[config.mk]
export PLATFORM = sky130hd
export DESIGN_NAME = matrix_add_multiply_transpose
export DESIGN_NICKNAME = d
export VERILOG_FILES = /design/src/sv/mamt_pkg.sv /design/src/sv/mamt_datapath.sv /design/src/sv/mamt_ctrl.sv /design/src/sv/matrix_add_multiply_transpose.sv
export SDC_FILE = /design/constraint.sdc
export NUM_CORES = 2
export LEC_CHECK = 0
export BUFFER_PORTS_ARGS = -buffer_cell sky130_fd_sc_hd__buf_2
export CORE_MARGIN = 2
export CORE_UTILIZATION = 55
export CTS_CLUSTER_SIZE = 24
export DETAILED_ROUTE_END_ITERATION = 10
export PLACE_DENSITY = 0.74
export SLEW_MARGIN = 10
export SYNTH_ARGS = -nofsm -noshare
export SYNTH_HDL_FRONTEND = slang
export SYNTH_SLANG_ARGS = --single-unit
[constraint.sdc]
create_clock -name aclk -period 10.2 [get_ports aclk]
set_input_delay 1.02 -clock aclk [delete_from_list [all_inputs] [get_ports aclk]]
set_output_delay 1.02 -clock aclk [all_outputs]
set_load 0.01 [all_outputs]
[src/sv/mamt_pkg.sv]
`timescale 1ns / 1ps

package mamt_pkg;

    localparam int DIM_W      = 4;
    localparam int IDX_W      = 3;
    localparam int OUT_W      = 32;
    localparam int APB_ADDR_W = 4;
    localparam int APB_DATA_W = 32;
    localparam int SUM_W      = 7;

    localparam logic [DIM_W-1:0] DIM_RESET = 4'd8;

    localparam logic [1:0] REG_ROWS_A = 2'd0;
    localparam logic [1:0] REG_COLS_A = 2'd1;
    localparam logic [1:0] REG_ROWS_B = 2'd2;
    localparam logic [1:0] REG_COLS_B = 2'd3;

    typedef enum logic [2:0] {
        OP_LOAD_A = 3'd0,
        OP_LOAD_B = 3'd1,
        OP_ADD    = 3'd2,
        OP_MUL    = 3'd3,
        OP_TRN    = 3'd4
    } op_t;

    typedef struct packed {
        logic [DIM_W-1:0] rows_a;
        logic [DIM_W-1:0] cols_a;
        logic [DIM_W-1:0] rows_b;
        logic [DIM_W-1:0] cols_b;
    } dims_t;

    typedef struct packed {
        logic             load_a;
        logic             load_b;
        logic             clr_cnt;
        logic             clr_acc;
        logic             issue;
        logic             first;
        op_t              op;
        logic [IDX_W-1:0] i;
        logic [IDX_W-1:0] j;
        logic [IDX_W-1:0] k;
    } mat_cmd_t;

    typedef struct packed {
        logic busy;
    } mat_sts_t;

    function automatic logic dim_ok(logic [DIM_W-1:0] d, logic [DIM_W-1:0] max_d);
        return (d != '0) && (d <= max_d);
    endfunction

endpackage

[src/sv/mamt_datapath.sv]
`timescale 1ns / 1ps

module mamt_datapath #(
    parameter int MAX_DIM    = 8,
    parameter int DATA_WIDTH = 32
) (
    input  logic                                 aclk,
    input  logic                                 aresetn,
    input  mamt_pkg::dims_t                      dims,
    input  mamt_pkg::mat_cmd_t                   cmd,
    input  logic signed [31:0]                   element,
    output mamt_pkg::mat_sts_t                   sts,
    output logic signed [mamt_pkg::OUT_W-1:0]    value
);

    localparam int DEPTH  = MAX_DIM * MAX_DIM;
    localparam int ADDR_W = (DEPTH > 1) ? $clog2(DEPTH) : 1;
    localparam int CNT_W  = $clog2(DEPTH + 1);
    localparam logic [mamt_pkg::DIM_W-1:0] MAX_D = mamt_pkg::DIM_W'(MAX_DIM);

    logic [DATA_WIDTH-1:0] mem_a [DEPTH];
    logic [DATA_WIDTH-1:0] mem_b [DEPTH];

    logic [CNT_W-1:0] cnt_a_reg, cnt_a_next;
    logic [CNT_W-1:0] cnt_b_reg, cnt_b_next;

    logic [DATA_WIDTH-1:0]        rd_a_reg, rd_b_reg;
    logic                         v1_reg, first1_reg;
    mamt_pkg::op_t                op1_reg;
    logic [DATA_WIDTH-1:0]        term_reg, term_next;
    logic                         v2_reg, first2_reg;
    logic signed [DATA_WIDTH-1:0] acc_reg;

    logic       a_ok, b_ok, a_can, b_can;
    logic [7:0] lim_a, lim_b;

    logic [mamt_pkg::IDX_W-1:0] ar, ac, br;
    logic [mamt_pkg::SUM_W-1:0] a_sum, b_sum;
    logic [ADDR_W-1:0]          a_addr, b_addr;

    // load admission
    always_comb begin
        a_ok  = mamt_pkg::dim_ok(dims.rows_a, MAX_D) && mamt_pkg::dim_ok(dims.cols_a, MAX_D);
        b_ok  = mamt_pkg::dim_ok(dims.rows_b, MAX_D) && mamt_pkg::dim_ok(dims.cols_b, MAX_D);
        lim_a = 8'(dims.rows_a) * 8'(dims.cols_a);
        lim_b = 8'(dims.rows_b) * 8'(dims.cols_b);
        a_can = cmd.load_a && a_ok && (8'(cnt_a_reg) < lim_a);
        b_can = cmd.load_b && b_ok && (8'(cnt_b_reg) < lim_b);

        cnt_a_next = cnt_a_reg;
        cnt_b_next = cnt_b_reg;
        if (cmd.clr_cnt) begin
            cnt_a_next = '0;
            cnt_b_next = '0;
        end else begin
            if (a_can) begin
                cnt_a_next = cnt_a_reg + 1'b1;
            end
            if (b_can) begin
                cnt_b_next = cnt_b_reg + 1'b1;
            end
        end
    end

    // read address generation
    always_comb begin
        ar = (cmd.op == mamt_pkg::OP_TRN) ? cmd.j : cmd.i;
        unique case (cmd.op)
            mamt_pkg::OP_MUL: ac = cmd.k;
            mamt_pkg::OP_TRN: ac = cmd.i;
            default:          ac = cmd.j;
        endcase
        br     = (cmd.op == mamt_pkg::OP_MUL) ? cmd.k : cmd.i;
        a_sum  = mamt_pkg::SUM_W'(ar) * mamt_pkg::SUM_W'(dims.cols_a)
               + mamt_pkg::SUM_W'(ac);
        b_sum  = mamt_pkg::SUM_W'(br) * mamt_pkg::SUM_W'(dims.cols_b)
               + mamt_pkg::SUM_W'(cmd.j);
        a_addr = a_sum[ADDR_W-1:0];
        b_addr = b_sum[ADDR_W-1:0];
    end

    always_ff @(posedge aclk) begin
        if (a_can) begin
            mem_a[cnt_a_reg[ADDR_W-1:0]] <= element[DATA_WIDTH-1:0];
        end
        rd_a_reg <= mem_a[a_addr];
    end

    always_ff @(posedge aclk) begin
        if (b_can) begin
            mem_b[cnt_b_reg[ADDR_W-1:0]] <= element[DATA_WIDTH-1:0];
        end
        rd_b_reg <= mem_b[b_addr];
    end

    always_comb begin
        unique case (op1_reg)
            mamt_pkg::OP_ADD: term_next = rd_a_reg + rd_b_reg;
            mamt_pkg::OP_MUL: term_next = rd_a_reg * rd_b_reg;
            default:          term_next = rd_a_reg;
        endcase
    end

    always_ff @(posedge aclk) begin
        if (!aresetn) begin
            cnt_a_reg <= '0;
            cnt_b_reg <= '0;
            v1_reg    <= 1'b0;
            v2_reg    <= 1'b0;
        end else begin
            cnt_a_reg <= cnt_a_next;
            cnt_b_reg <= cnt_b_next;
            v1_reg    <= cmd.issue;
            v2_reg    <= v1_reg;
        end
    end

    // multiply-accumulate pipeline payload
    always_ff @(posedge aclk) begin
        first1_reg <= cmd.first;
        op1_reg    <= cmd.op;
        term_reg   <= term_next;
        first2_reg <= first1_reg;
        if (cmd.clr_acc) begin
            acc_reg <= '0;
        end else if (v2_reg) begin
            acc_reg <= first2_reg ? signed'(term_reg) : acc_reg + signed'(term_reg);
        end
    end

    assign sts.busy = v1_reg || v2_reg;
    assign value    = mamt_pkg::OUT_W'(acc_reg);

endmodule

[src/sv/mamt_ctrl.sv]
`timescale 1ns / 1ps

module mamt_ctrl #(
    parameter int MAX_DIM = 8
) (
    input  logic                             aclk,
    input  logic                             aresetn,
    input  mamt_pkg::dims_t                  dims,
    input  logic                             s_valid,
    output logic                             s_ready,
    input  logic [2:0]                       s_opcode,
    output logic                             m_valid,
    input  logic                             m_ready,
    output logic [mamt_pkg::IDX_W-1:0]       m_row_index,
    output logic [mamt_pkg::IDX_W-1:0]       m_col_index,
    output logic                             m_last,
    output logic                             m_dim_error,
    output mamt_pkg::mat_cmd_t               cmd,
    input  mamt_pkg::mat_sts_t               sts
);

    localparam logic [mamt_pkg::DIM_W-1:0] MAX_D = mamt_pkg::DIM_W'(MAX_DIM);

    typedef enum logic [1:0] {
        ST_IDLE,
        ST_RUN,
        ST_DRAIN,
        ST_OUT
    } state_t;

    state_t                      state_reg;
    logic [mamt_pkg::IDX_W-1:0]  i_reg, j_reg, k_reg;
    logic [mamt_pkg::DIM_W-1:0]  nr_reg, nc_reg, klen_reg;
    mamt_pkg::op_t               op_reg;
    logic                        m_valid_reg, last_reg, err_reg;

    logic                        accept, is_op, a_ok, b_ok, op_err;
    logic [mamt_pkg::DIM_W-1:0]  nr_new, nc_new, klen_new;
    logic                        k_end, i_end, j_end;

    assign accept = s_valid && s_ready;
    assign is_op  = (s_opcode == mamt_pkg::OP_ADD) || (s_opcode == mamt_pkg::OP_MUL)
                 || (s_opcode == mamt_pkg::OP_TRN);

    always_comb begin
        a_ok = mamt_pkg::dim_ok(dims.rows_a, MAX_D) && mamt_pkg::dim_ok(dims.cols_a, MAX_D);
        b_ok = mamt_pkg::dim_ok(dims.rows_b, MAX_D) && mamt_pkg::dim_ok(dims.cols_b, MAX_D);
        priority if (s_opcode == mamt_pkg::OP_ADD) begin
            op_err   = !a_ok || !b_ok || (dims.rows_a != dims.rows_b)
                    || (dims.cols_a != dims.cols_b);
            nr_new   = dims.rows_a;
            nc_new   = dims.cols_a;
            klen_new = 4'd1;
        end else if (s_opcode == mamt_pkg::OP_MUL) begin
            op_err   = !a_ok || !b_ok || (dims.cols_a != dims.rows_b);
            nr_new   = dims.rows_a;
            nc_new   = dims.cols_b;
            klen_new = dims.cols_a;
        end else begin
            op_err   = !a_ok;
            nr_new   = dims.cols_a;
            nc_new   = dims.rows_a;
            klen_new = 4'd1;
        end
    end

    assign k_end = (mamt_pkg::DIM_W'(k_reg) + 1'b1) == klen_reg;
    assign i_end = (mamt_pkg::DIM_W'(i_reg) + 1'b1) == nr_reg;
    assign j_end = (mamt_pkg::DIM_W'(j_reg) + 1'b1) == nc_reg;

    always_comb begin
        cmd         = '0;
        cmd.op      = op_reg;
        cmd.i       = i_reg;
        cmd.j       = j_reg;
        cmd.k       = k_reg;
        cmd.load_a  = accept && (s_opcode == mamt_pkg::OP_LOAD_A);
        cmd.load_b  = accept && (s_opcode == mamt_pkg::OP_LOAD_B);
        cmd.clr_cnt = accept && is_op;
        cmd.clr_acc = accept && is_op && op_err;
        cmd.issue   = (state_reg == ST_RUN);
        cmd.first   = (k_reg == '0);
    end

    always_ff @(posedge aclk) begin
        if (!aresetn) begin
            state_reg   <= ST_IDLE;
            i_reg       <= '0;
            j_reg       <= '0;
            k_reg       <= '0;
            nr_reg      <= '0;
            nc_reg      <= '0;
            klen_reg    <= '0;
            op_reg      <= mamt_pkg::OP_ADD;
            m_valid_reg <= 1'b0;
            last_reg    <= 1'b0;
            err_reg     <= 1'b0;
        end else begin
            unique case (state_reg)
                ST_IDLE: begin
                    if (accept && is_op) begin
                        i_reg    <= '0;
                        j_reg    <= '0;
                        k_reg    <= '0;
                        nr_reg   <= nr_new;
                        nc_reg   <= nc_new;
                        klen_reg <= klen_new;
                        op_reg   <= mamt_pkg::op_t'(s_opcode);
                        if (op_err) begin
                            err_reg     <= 1'b1;
                            last_reg    <= 1'b1;
                            m_valid_reg <= 1'b1;
                            state_reg   <= ST_OUT;
                        end else begin
                            err_reg   <= 1'b0;
                            state_reg <= ST_RUN;
                        end
                    end
                end
                ST_RUN: begin
                    if (k_end) begin
                        k_reg     <= '0;
                        state_reg <= ST_DRAIN;
                    end else begin
                        k_reg <= k_reg + 1'b1;
                    end
                end
                ST_DRAIN: begin
                    if (!sts.busy) begin
                        last_reg    <= i_end && j_end;
                        m_valid_reg <= 1'b1;
                        state_reg   <= ST_OUT;
                    end
                end
                ST_OUT: begin
                    if (m_ready) begin
                        m_valid_reg <= 1'b0;
                        if (last_reg) begin
                            state_reg <= ST_IDLE;
                        end else begin
                            if (j_end) begin
                                j_reg <= '0;
                                i_reg <= i_reg + 1'b1;
                            end else begin
                                j_reg <= j_reg + 1'b1;
                            end
                            state_reg <= ST_RUN;
                        end
                    end
                end
                default: state_reg <= ST_IDLE;
            endcase
        end
    end

    assign s_ready     = (state_reg == ST_IDLE);
    assign m_valid     = m_valid_reg;
    assign m_row_index = i_reg;
    assign m_col_index = j_reg;
    assign m_last      = last_reg;
    assign m_dim_error = err_reg;

endmodule

[src/sv/matrix_add_multiply_transpose.sv]
`timescale 1ns / 1ps

// integer matrix unit: holds matrices a and b, returns a+b, a*b or transpose of a
// input channel (s_*): opcode plus element; load beats (opcodes 0 and 1) write the
//   next row-major element of a or b and produce no output beat
// output channel (m_*): one beat per result element, row-major, m_last on the final
//   element; a bad or mismatched dimension gives a single beat with m_dim_error,
//   m_last set and m_value zero
// an operation beat is taken only when the previous result run has fully drained;
//   s_ready is low from an operation beat until the last output beat is taken
// each output element takes K reads through the single read port of each store
//   (K = cols_a for multiply, 1 otherwise), then the two-stage multiply-accumulate
//   pipeline drains into the output register
// a dimension error is presented in the cycle after the operation beat
// m_ready low simply holds the output register; nothing advances until it is taken
// dimensions are set over the apb port (rows_a, cols_a, rows_b, cols_b at 0x0..0xc)
//   and must only be written while no operation is in flight
// reset sets all dimensions to 8 and clears both load counters; store contents
//   are undefined until loaded

module matrix_add_multiply_transpose #(
    parameter int MAX_DIM    = 8,
    parameter int DATA_WIDTH = 32
) (
    input  logic                                aclk,
    input  logic                                aresetn,

    input  logic                                psel,
    input  logic                                penable,
    input  logic                                pwrite,
    input  logic [mamt_pkg::APB_ADDR_W-1:0]     paddr,
    input  logic [mamt_pkg::APB_DATA_W-1:0]     pwdata,
    output logic [mamt_pkg::APB_DATA_W-1:0]     prdata,
    output logic                                pready,

    input  logic                                s_valid,
    output logic                                s_ready,
    input  logic [2:0]                          s_opcode,
    input  logic signed [31:0]                  s_element,

    output logic                                m_valid,
    input  logic                                m_ready,
    output logic signed [31:0]                  m_value,
    output logic [2:0]                          m_row_index,
    output logic [2:0]                          m_col_index,
    output logic                                m_last,
    output logic                                m_dim_error
);

    mamt_pkg::dims_t     dims_reg;
    mamt_pkg::mat_cmd_t  cmd;
    mamt_pkg::mat_sts_t  sts;
    logic                cfg_wr;
    logic [1:0]          cfg_idx;

    assign pready  = 1'b1;
    assign cfg_wr  = psel && penable && pwrite && pready;
    assign cfg_idx = paddr[3:2];

    always_ff @(posedge aclk) begin
        if (!aresetn) begin
            dims_reg.rows_a <= mamt_pkg::DIM_RESET;
            dims_reg.cols_a <= mamt_pkg::DIM_RESET;
            dims_reg.rows_b <= mamt_pkg::DIM_RESET;
            dims_reg.cols_b <= mamt_pkg::DIM_RESET;
        end else if (cfg_wr) begin
            unique case (cfg_idx)
                mamt_pkg::REG_ROWS_A: dims_reg.rows_a <= pwdata[mamt_pkg::DIM_W-1:0];
                mamt_pkg::REG_COLS_A: dims_reg.cols_a <= pwdata[mamt_pkg::DIM_W-1:0];
                mamt_pkg::REG_ROWS_B: dims_reg.rows_b <= pwdata[mamt_pkg::DIM_W-1:0];
                mamt_pkg::REG_COLS_B: dims_reg.cols_b <= pwdata[mamt_pkg::DIM_W-1:0];
                default: ;
            endcase
        end
    end

    always_comb begin
        unique case (cfg_idx)
            mamt_pkg::REG_ROWS_A: prdata = mamt_pkg::APB_DATA_W'(dims_reg.rows_a);
            mamt_pkg::REG_COLS_A: prdata = mamt_pkg::APB_DATA_W'(dims_reg.cols_a);
            mamt_pkg::REG_ROWS_B: prdata = mamt_pkg::APB_DATA_W'(dims_reg.rows_b);
            mamt_pkg::REG_COLS_B: prdata = mamt_pkg::APB_DATA_W'(dims_reg.cols_b);
            default:              prdata = '0;
        endcase
    end

    mamt_ctrl #(
        .MAX_DIM     (MAX_DIM)
    ) u_ctrl (
        .aclk        (aclk),
        .aresetn     (aresetn),
        .dims        (dims_reg),
        .s_valid     (s_valid),
        .s_ready     (s_ready),
        .s_opcode    (s_opcode),
        .m_valid     (m_valid),
        .m_ready     (m_ready),
        .m_row_index (m_row_index),
        .m_col_index (m_col_index),
        .m_last      (m_last),
        .m_dim_error (m_dim_error),
        .cmd         (cmd),
        .sts         (sts)
    );

    mamt_datapath #(
        .MAX_DIM    (MAX_DIM),
        .DATA_WIDTH (DATA_WIDTH)
    ) u_datapath (
        .aclk       (aclk),
        .aresetn    (aresetn),
        .dims       (dims_reg),
        .cmd        (cmd),
        .element    (s_element),
        .sts        (sts),
        .value      (m_value)
    );

    a_err_beat_shape: assert property (@(posedge aclk) disable iff (!aresetn)
        m_valid && m_dim_error |-> m_last && (m_value == '0)
            && (m_row_index == '0) && (m_col_index == '0))
        else $error("dimension error beat malformed");

    a_no_input_while_output: assert property (@(posedge aclk) disable iff (!aresetn)
        !(s_ready && m_valid))
        else $error("input taken while a result beat is pending");

    a_idle_after_last: assert property (@(posedge aclk) disable iff (!aresetn)
        m_valid && m_ready && m_last |=> s_ready && !m_valid)
        else $error("block not idle after final result beat");

    a_pipe_quiet_on_output: assert property (@(posedge aclk) disable iff (!aresetn)
        m_valid |-> !sts.busy)
        else $error("accumulator still updating while result is presented");

endmodule

### Word-level counts from Yosys, hierarchy flattened

Memories as Yosys holds them, arrays and structs flattened. A register that Yosys moved wholly into a read port is not among the register bits.
Cells that the tools add are included.

| cells by class | value |
|---|---|
| multipliers | 5 |
| multiplexer cells | 44 |
| magnitude comparators | 6 |
| $add $sub $neg | 12 |
| bitwise operators | 1 |
| reduce and logical (&&, ||, !) cells | 51 |
| equality and inequality tests | 27 |

Operators by type and width:

| kind | number |
|---|---|
| $pmux W32 S4 | 1 |
| $add A32 B32 Y32 | 2 |
| $pmux W32 S2 | 1 |
| $mul A32 B32 Y32 | 1 |
| $mux W32 | 1 |
| $mux W3 | 10 |
| $mux W4 | 6 |
| $pmux W3 S2 | 4 |
| $logic_and A1 B1 Y1 | 18 |
| $le A4 B4 Y1 const B | 4 |
| $lt A7 B8 Y1 | 2 |
| $mul A4 B4 Y8 | 2 |
| $reduce_bool A4 Y1 | 4 |
| $eq A3 B2 Y1 const B | 5 |
| $add A7 B1 Y7 const B | 2 |
| $mux W1 | 13 |
| $add A3 B1 Y4 const B | 3 |
| $add A6 B3 Y6 | 2 |
| $eq A4 B4 Y1 | 3 |
| $mul A3 B4 Y6 | 2 |
| $ne A2 B2 Y1 const B | 6 |
| $ne A4 B4 Y1 | 3 |
| $reduce_and A2 Y1 | 6 |
| $reduce_and A4 Y1 | 3 |
| 19 further kinds | 42 |

| word-level totals | value |
|---|---|
| input port bits | 78 |
| logic and storage cells | 172 |
| flip-flop bits (word level) | 130 |
| bits in writable memories | 4096 |
| memories | 2 |

Memories:

| memory | words | width | rd ports | clocked after Yosys merged registers in | write ports | line | source |
|---|---|---|---|---|---|---|---|
| u_datapath.mem_a | 64 | 32 | 1 | 1 | 1 | mamt_datapath.sv:21 | `logic [DATA_WIDTH-1:0] mem_a [DEPTH];` |
| u_datapath.mem_b | 64 | 32 | 1 | 1 | 1 | mamt_datapath.sv:22 | `logic [DATA_WIDTH-1:0] mem_b [DEPTH];` |

### Logic depth before layout (Yosys ltp)

| depth | value |
|---|---|
| depth after elaboration | 11 |
| gate-level depth with buffers | 29 |
| gate-level depth less buffers | 26 |

### Cells and area by module

From an unflattened synthesis, not the netlist that was laid out.

| second synthesis, totals | value |
|---|---|
| cells, all modules | 9139 |
| area total of the unflattened synthesis | 183905.1 µm² |

Modules (own cells, without submodules):

| module | times used | cells each | area an instance (µm²) |
|---|---|---|---|
| mamt_datapath | 1 | 8800 | 180928.5 |
| mamt_ctrl | 1 | 242 | 1996.9 |
| matrix_add_multiply_transpose | 1 | 97 | 979.7 |

### Worst setup path before layout

Ideal clock, no wire load.

| path | value |
|---|---|
| kind | register -> register |
| from | reg u_datapath.rd_b_reg[2] (read register of u_datapath.mem_b) |
| to | reg u_datapath.term_reg[31] |
| slack | 3.199 ns |
| stages on the path, launching flop included | 28 |
| buffers on the path | 3 |
| arrival time | 6.870 ns |
| period minus slack after synthesis | 7.001 ns |
| cell sequence | dfxtp_1 -> clkbuf_1 -> clkbuf_1 -> and2_1 -> fa_1 -> inv_1 -> fa_1 -> fa_1 -> fa_1 -> inv_1 -> fa_1 -> inv_1 -> fa_1 -> inv_1 -> fa_1 -> fa_1 -> ha_1 -> clkbuf_1 -> nand2_1 -> o211ai_1 -> o21ai_0 -> nand2b_1 -> a2bb2oi_1 -> a2111oi_0 -> or2_2 -> o21ai_1 -> xnor2_1 -> o211ai_1 |

| on the way | value |
|---|---|
| cells in the longest elaborated chain, start to end | 2 |
| elaborated cells between the ends (all ways) | 3 |
| those cells by class | 1 x add/sub; 1 x mul; 1 x mux |

RTL lines:

| element | line | source |
|---|---|---|
| start: declaration | mamt_datapath.sv:27 | `logic [DATA_WIDTH-1:0] rd_a_reg, rd_b_reg;` |
| $mul A32 B32 Y32 or $add A32 B32 Y32 (tied branches) | mamt_datapath.sv:99, mamt_datapath.sv:98 |  |
| $pmux W32 S2 (*) | mamt_datapath.sv:97 | `unique case (op1_reg)` |
| named net u_datapath.term_next[31] | mamt_datapath.sv:30 | `logic [DATA_WIDTH-1:0] term_reg, term_next;` |
| end signal: assignment | mamt_datapath.sv:122 | `term_reg <= term_next;` |
| end: declaration | mamt_datapath.sv:30 |  |

The timed path passes the listed nets; every way through them passes the cells marked *.
A chain may end at the register's enable or synchronous reset.

### Final worst setup path

| path | value |
|---|---|
| from | reg u_datapath.rd_a_reg[8] (read register of u_datapath.mem_a) |
| to | reg u_datapath.term_reg[29] |

| on the way | value |
|---|---|
| cells in the longest elaborated chain, start to end | 2 |
| elaborated cells between the ends (all ways) | 3 |
| those cells by class | 1 x add/sub; 1 x mul; 1 x mux |

RTL lines:

| element | line |
|---|---|
| start: declaration | mamt_datapath.sv:27 |
| $mul A32 B32 Y32 or $add A32 B32 Y32 (tied branches) | mamt_datapath.sv:99, mamt_datapath.sv:98 |
| $pmux W32 S2 (*) | mamt_datapath.sv:97 |
| named net u_datapath.term_next[29] | mamt_datapath.sv:30 |

Marks and branches as above.

==> metrics.txt <==
vias post-DR 94000; CTS resizes 0; commonest cells after routing, fill and taps aside edfxtp_1 (4096), mux4_2 (1339), inv_1 (445); final period demand of the worst path 8.123 ns; share of flip-flops with an asynchronous set or reset 0; Detailed Routing Iterations Pass 1 6; Total GRT Usage 0.2896; DP Cell Count 13410; Placeable Area 332600 µm²; # H-tree levels 5; fin. max-slew vios 0; max_cap viols 0; detailed placement HPWL 273400 µm; fmax 0.1231 GHz; Worst EP required 11.11 ns; DR iter-0 viols 13800; initial antenna violation count 54; worst hold margin 0.3360 ns; Die Y 581.5 µm; Antenna Nets Post-Route 0; largest fanout on the critical path 10; largest net degree at the start of global routing 157; CTS tree built; Hold Fails Final Rpt 0; post-synthesis sequential area ratio 0.6917; Synth cell types 74; vias in the first global route 96620; worst path arrival time 9.03 ns; clock root buffer clkbuf_16; Worst Tran Pin Value 1.322 ns; Cells after Synth 9143; area grow syn2layout 11.27%; ratio of cells with drive above 1 in the final layout 0.2507; RSZ-0062 raised after global routing false; clock transition at the registers of the reported paths 0.07 ns; post-route setup slack 2.077 ns; synthesized area per cell 20.06 µm²; Post-Synthesis Cell Area 183400 µm²; PortBufs 93; CTS sink cnt 4290; DR DRC count 0; WL final 487100 µm; most common cell after layout, fill and taps aside edfxtp_1; GP Congestion 0.8860; number of synthesized flops with an enable pin 4096; Tot Pwr 73.74 mW; status complete, no violations; CP endpoint kind flip-flop; Post-Route Utilization 0.6136; vias per std cell 6.601; clock skew 0.05372 ns; Ys Warns 0; Placement Cell Area 190800 µm²; Layout Nets 10190; power per cell area 361.3 nW/µm²; initial core utilization 0.5515; LEAKAGE 66.11 nW; FP Rows 212; fin cells 14240; first-pass GRT wire length 696800 µm; setup_tns 0 ns; Die Wd 581.5 µm; FF+latch count, synth 4290; slew margin rel. 0.1163; postcts setup bufs 0; CTS buffer count 411; worst hold path class reg -> reg; Startpoint Class flip-flop; area of the die 338200 µm²; fin crit share 0.7964; io pins 153; Clock Path Buffers 4; Final Instance Area 204100 µm²; Top FF cell, synth edfxtp_1; Finish-stage setup viols 0; DP Worst Slack 2.208 ns; cts hold-fix bufs 0; wire per inst 34.20 µm; worst-skew pair later-pin latency 0.99 ns; Crit Path Class reg -> reg; peak supply drop 2.337 mV; global route overflow 0
[cell type report]
| cell class | instances | area, µm² |
|---|---|---|
| clock buffer | 515 | 10850 |
| antenna | 76 | 190.2 |
| clock inverter | 238 | 2242 |
| timing repair buffer | 362 | 2778 |
| tap | 4387 | 5489 |
| inverter | 450 | 1689 |
| multi-input combinational | 3923 | 53980 |
| fill | 22340 | 128500 |
| sequential | 4290 | 126900 |
[kinds of logic after synthesis]
kind of cell / after synthesis / synth area share
flops: 4290 / 0.6917
mux: 1399 / 0.1677
simple gates: 1157 / 0.03101
buf+inv: 957 / 0.02067
fa+ha+maj: 677 / 0.06361
compound gates: 483 / 0.01674
xor+xnor: 178 / 0.008499
other cells: 2 / 0.00004094
[cells in the mapped netlist, types with 53 or more instances]
master,n,area share
and2_1,325,0.011
dfxtp_1,194,0.021
a21o_1,54,0.0022
xnor2_1,127,0.0061
nor2_1,264,0.0054
o21ai_0,101,0.0028
mux4_2,1339,0.16
edfxtp_1,4096,0.67
a21oi_1,143,0.0039
ha_1,251,0.017
inv_1,445,0.0091
clkbuf_1,347,0.0071
mux2i_1,53,0.0029
buf_1,87,0.0018
fa_1,426,0.046
nand2_1,357,0.0073
[final timing paths]
path,to,from,cells after the start,slack (ns)
worst min-delay path,u_datapath.first2_reg,u_datapath.first1_reg,0,0.34
worst max-delay path,u_datapath.term_reg[29],u_datapath.rd_a_reg[8],27,2.08
worst max register to register,u_datapath.term_reg[29],u_datapath.rd_a_reg[8],27,2.08
worst min register to register,u_datapath.first2_reg,u_datapath.first1_reg,0,0.34
[per-layer routing]
metal | vias up | track usage | share of wire
li1 | 36970 | - | -
met4 | 20 | 0.1094 | 0.041
met3 | 971 | 0.06824 | 0.12
met2 | 6239 | 0.4616 | 0.48
met5 | - | 0 | 0.00031
met1 | 49800 | 0.3930 | 0.36
[worst max-delay path, stage by stage, from the launching register on]
cell and delay, ns:
dfxtp_1 0.90, buf_4 0.26, ha_1 0.23, inv_1 0.15
fa_1 0.53, fa_1 0.43, inv_1 0.08, fa_1 0.16
inv_1 0.05, fa_1 0.49, inv_1 0.05, fa_1 0.49
inv_1 0.05, fa_1 0.53, inv_1 0.05, fa_1 0.49
fa_1 0.43, ha_1 0.44, nand2_1 0.08, o211ai_1 0.15
o21ai_0 0.15, nand2b_1 0.10, a2bb2oi_1 0.56, a2111oi_0 0.21
or2_2 0.36, xor2_1 0.16, o21ai_0 0.27, o22a_1 0.19
[power by group]
group,total (mW),internal [mW],switching [mW]
clock,15.0,8.42,6.60
sequential,19.8,19.5,0.351
combinational,38.9,16.7,22.2
total,73.7,44.6,29.1
Note: power is estimated with default switching activity, not from simulation.
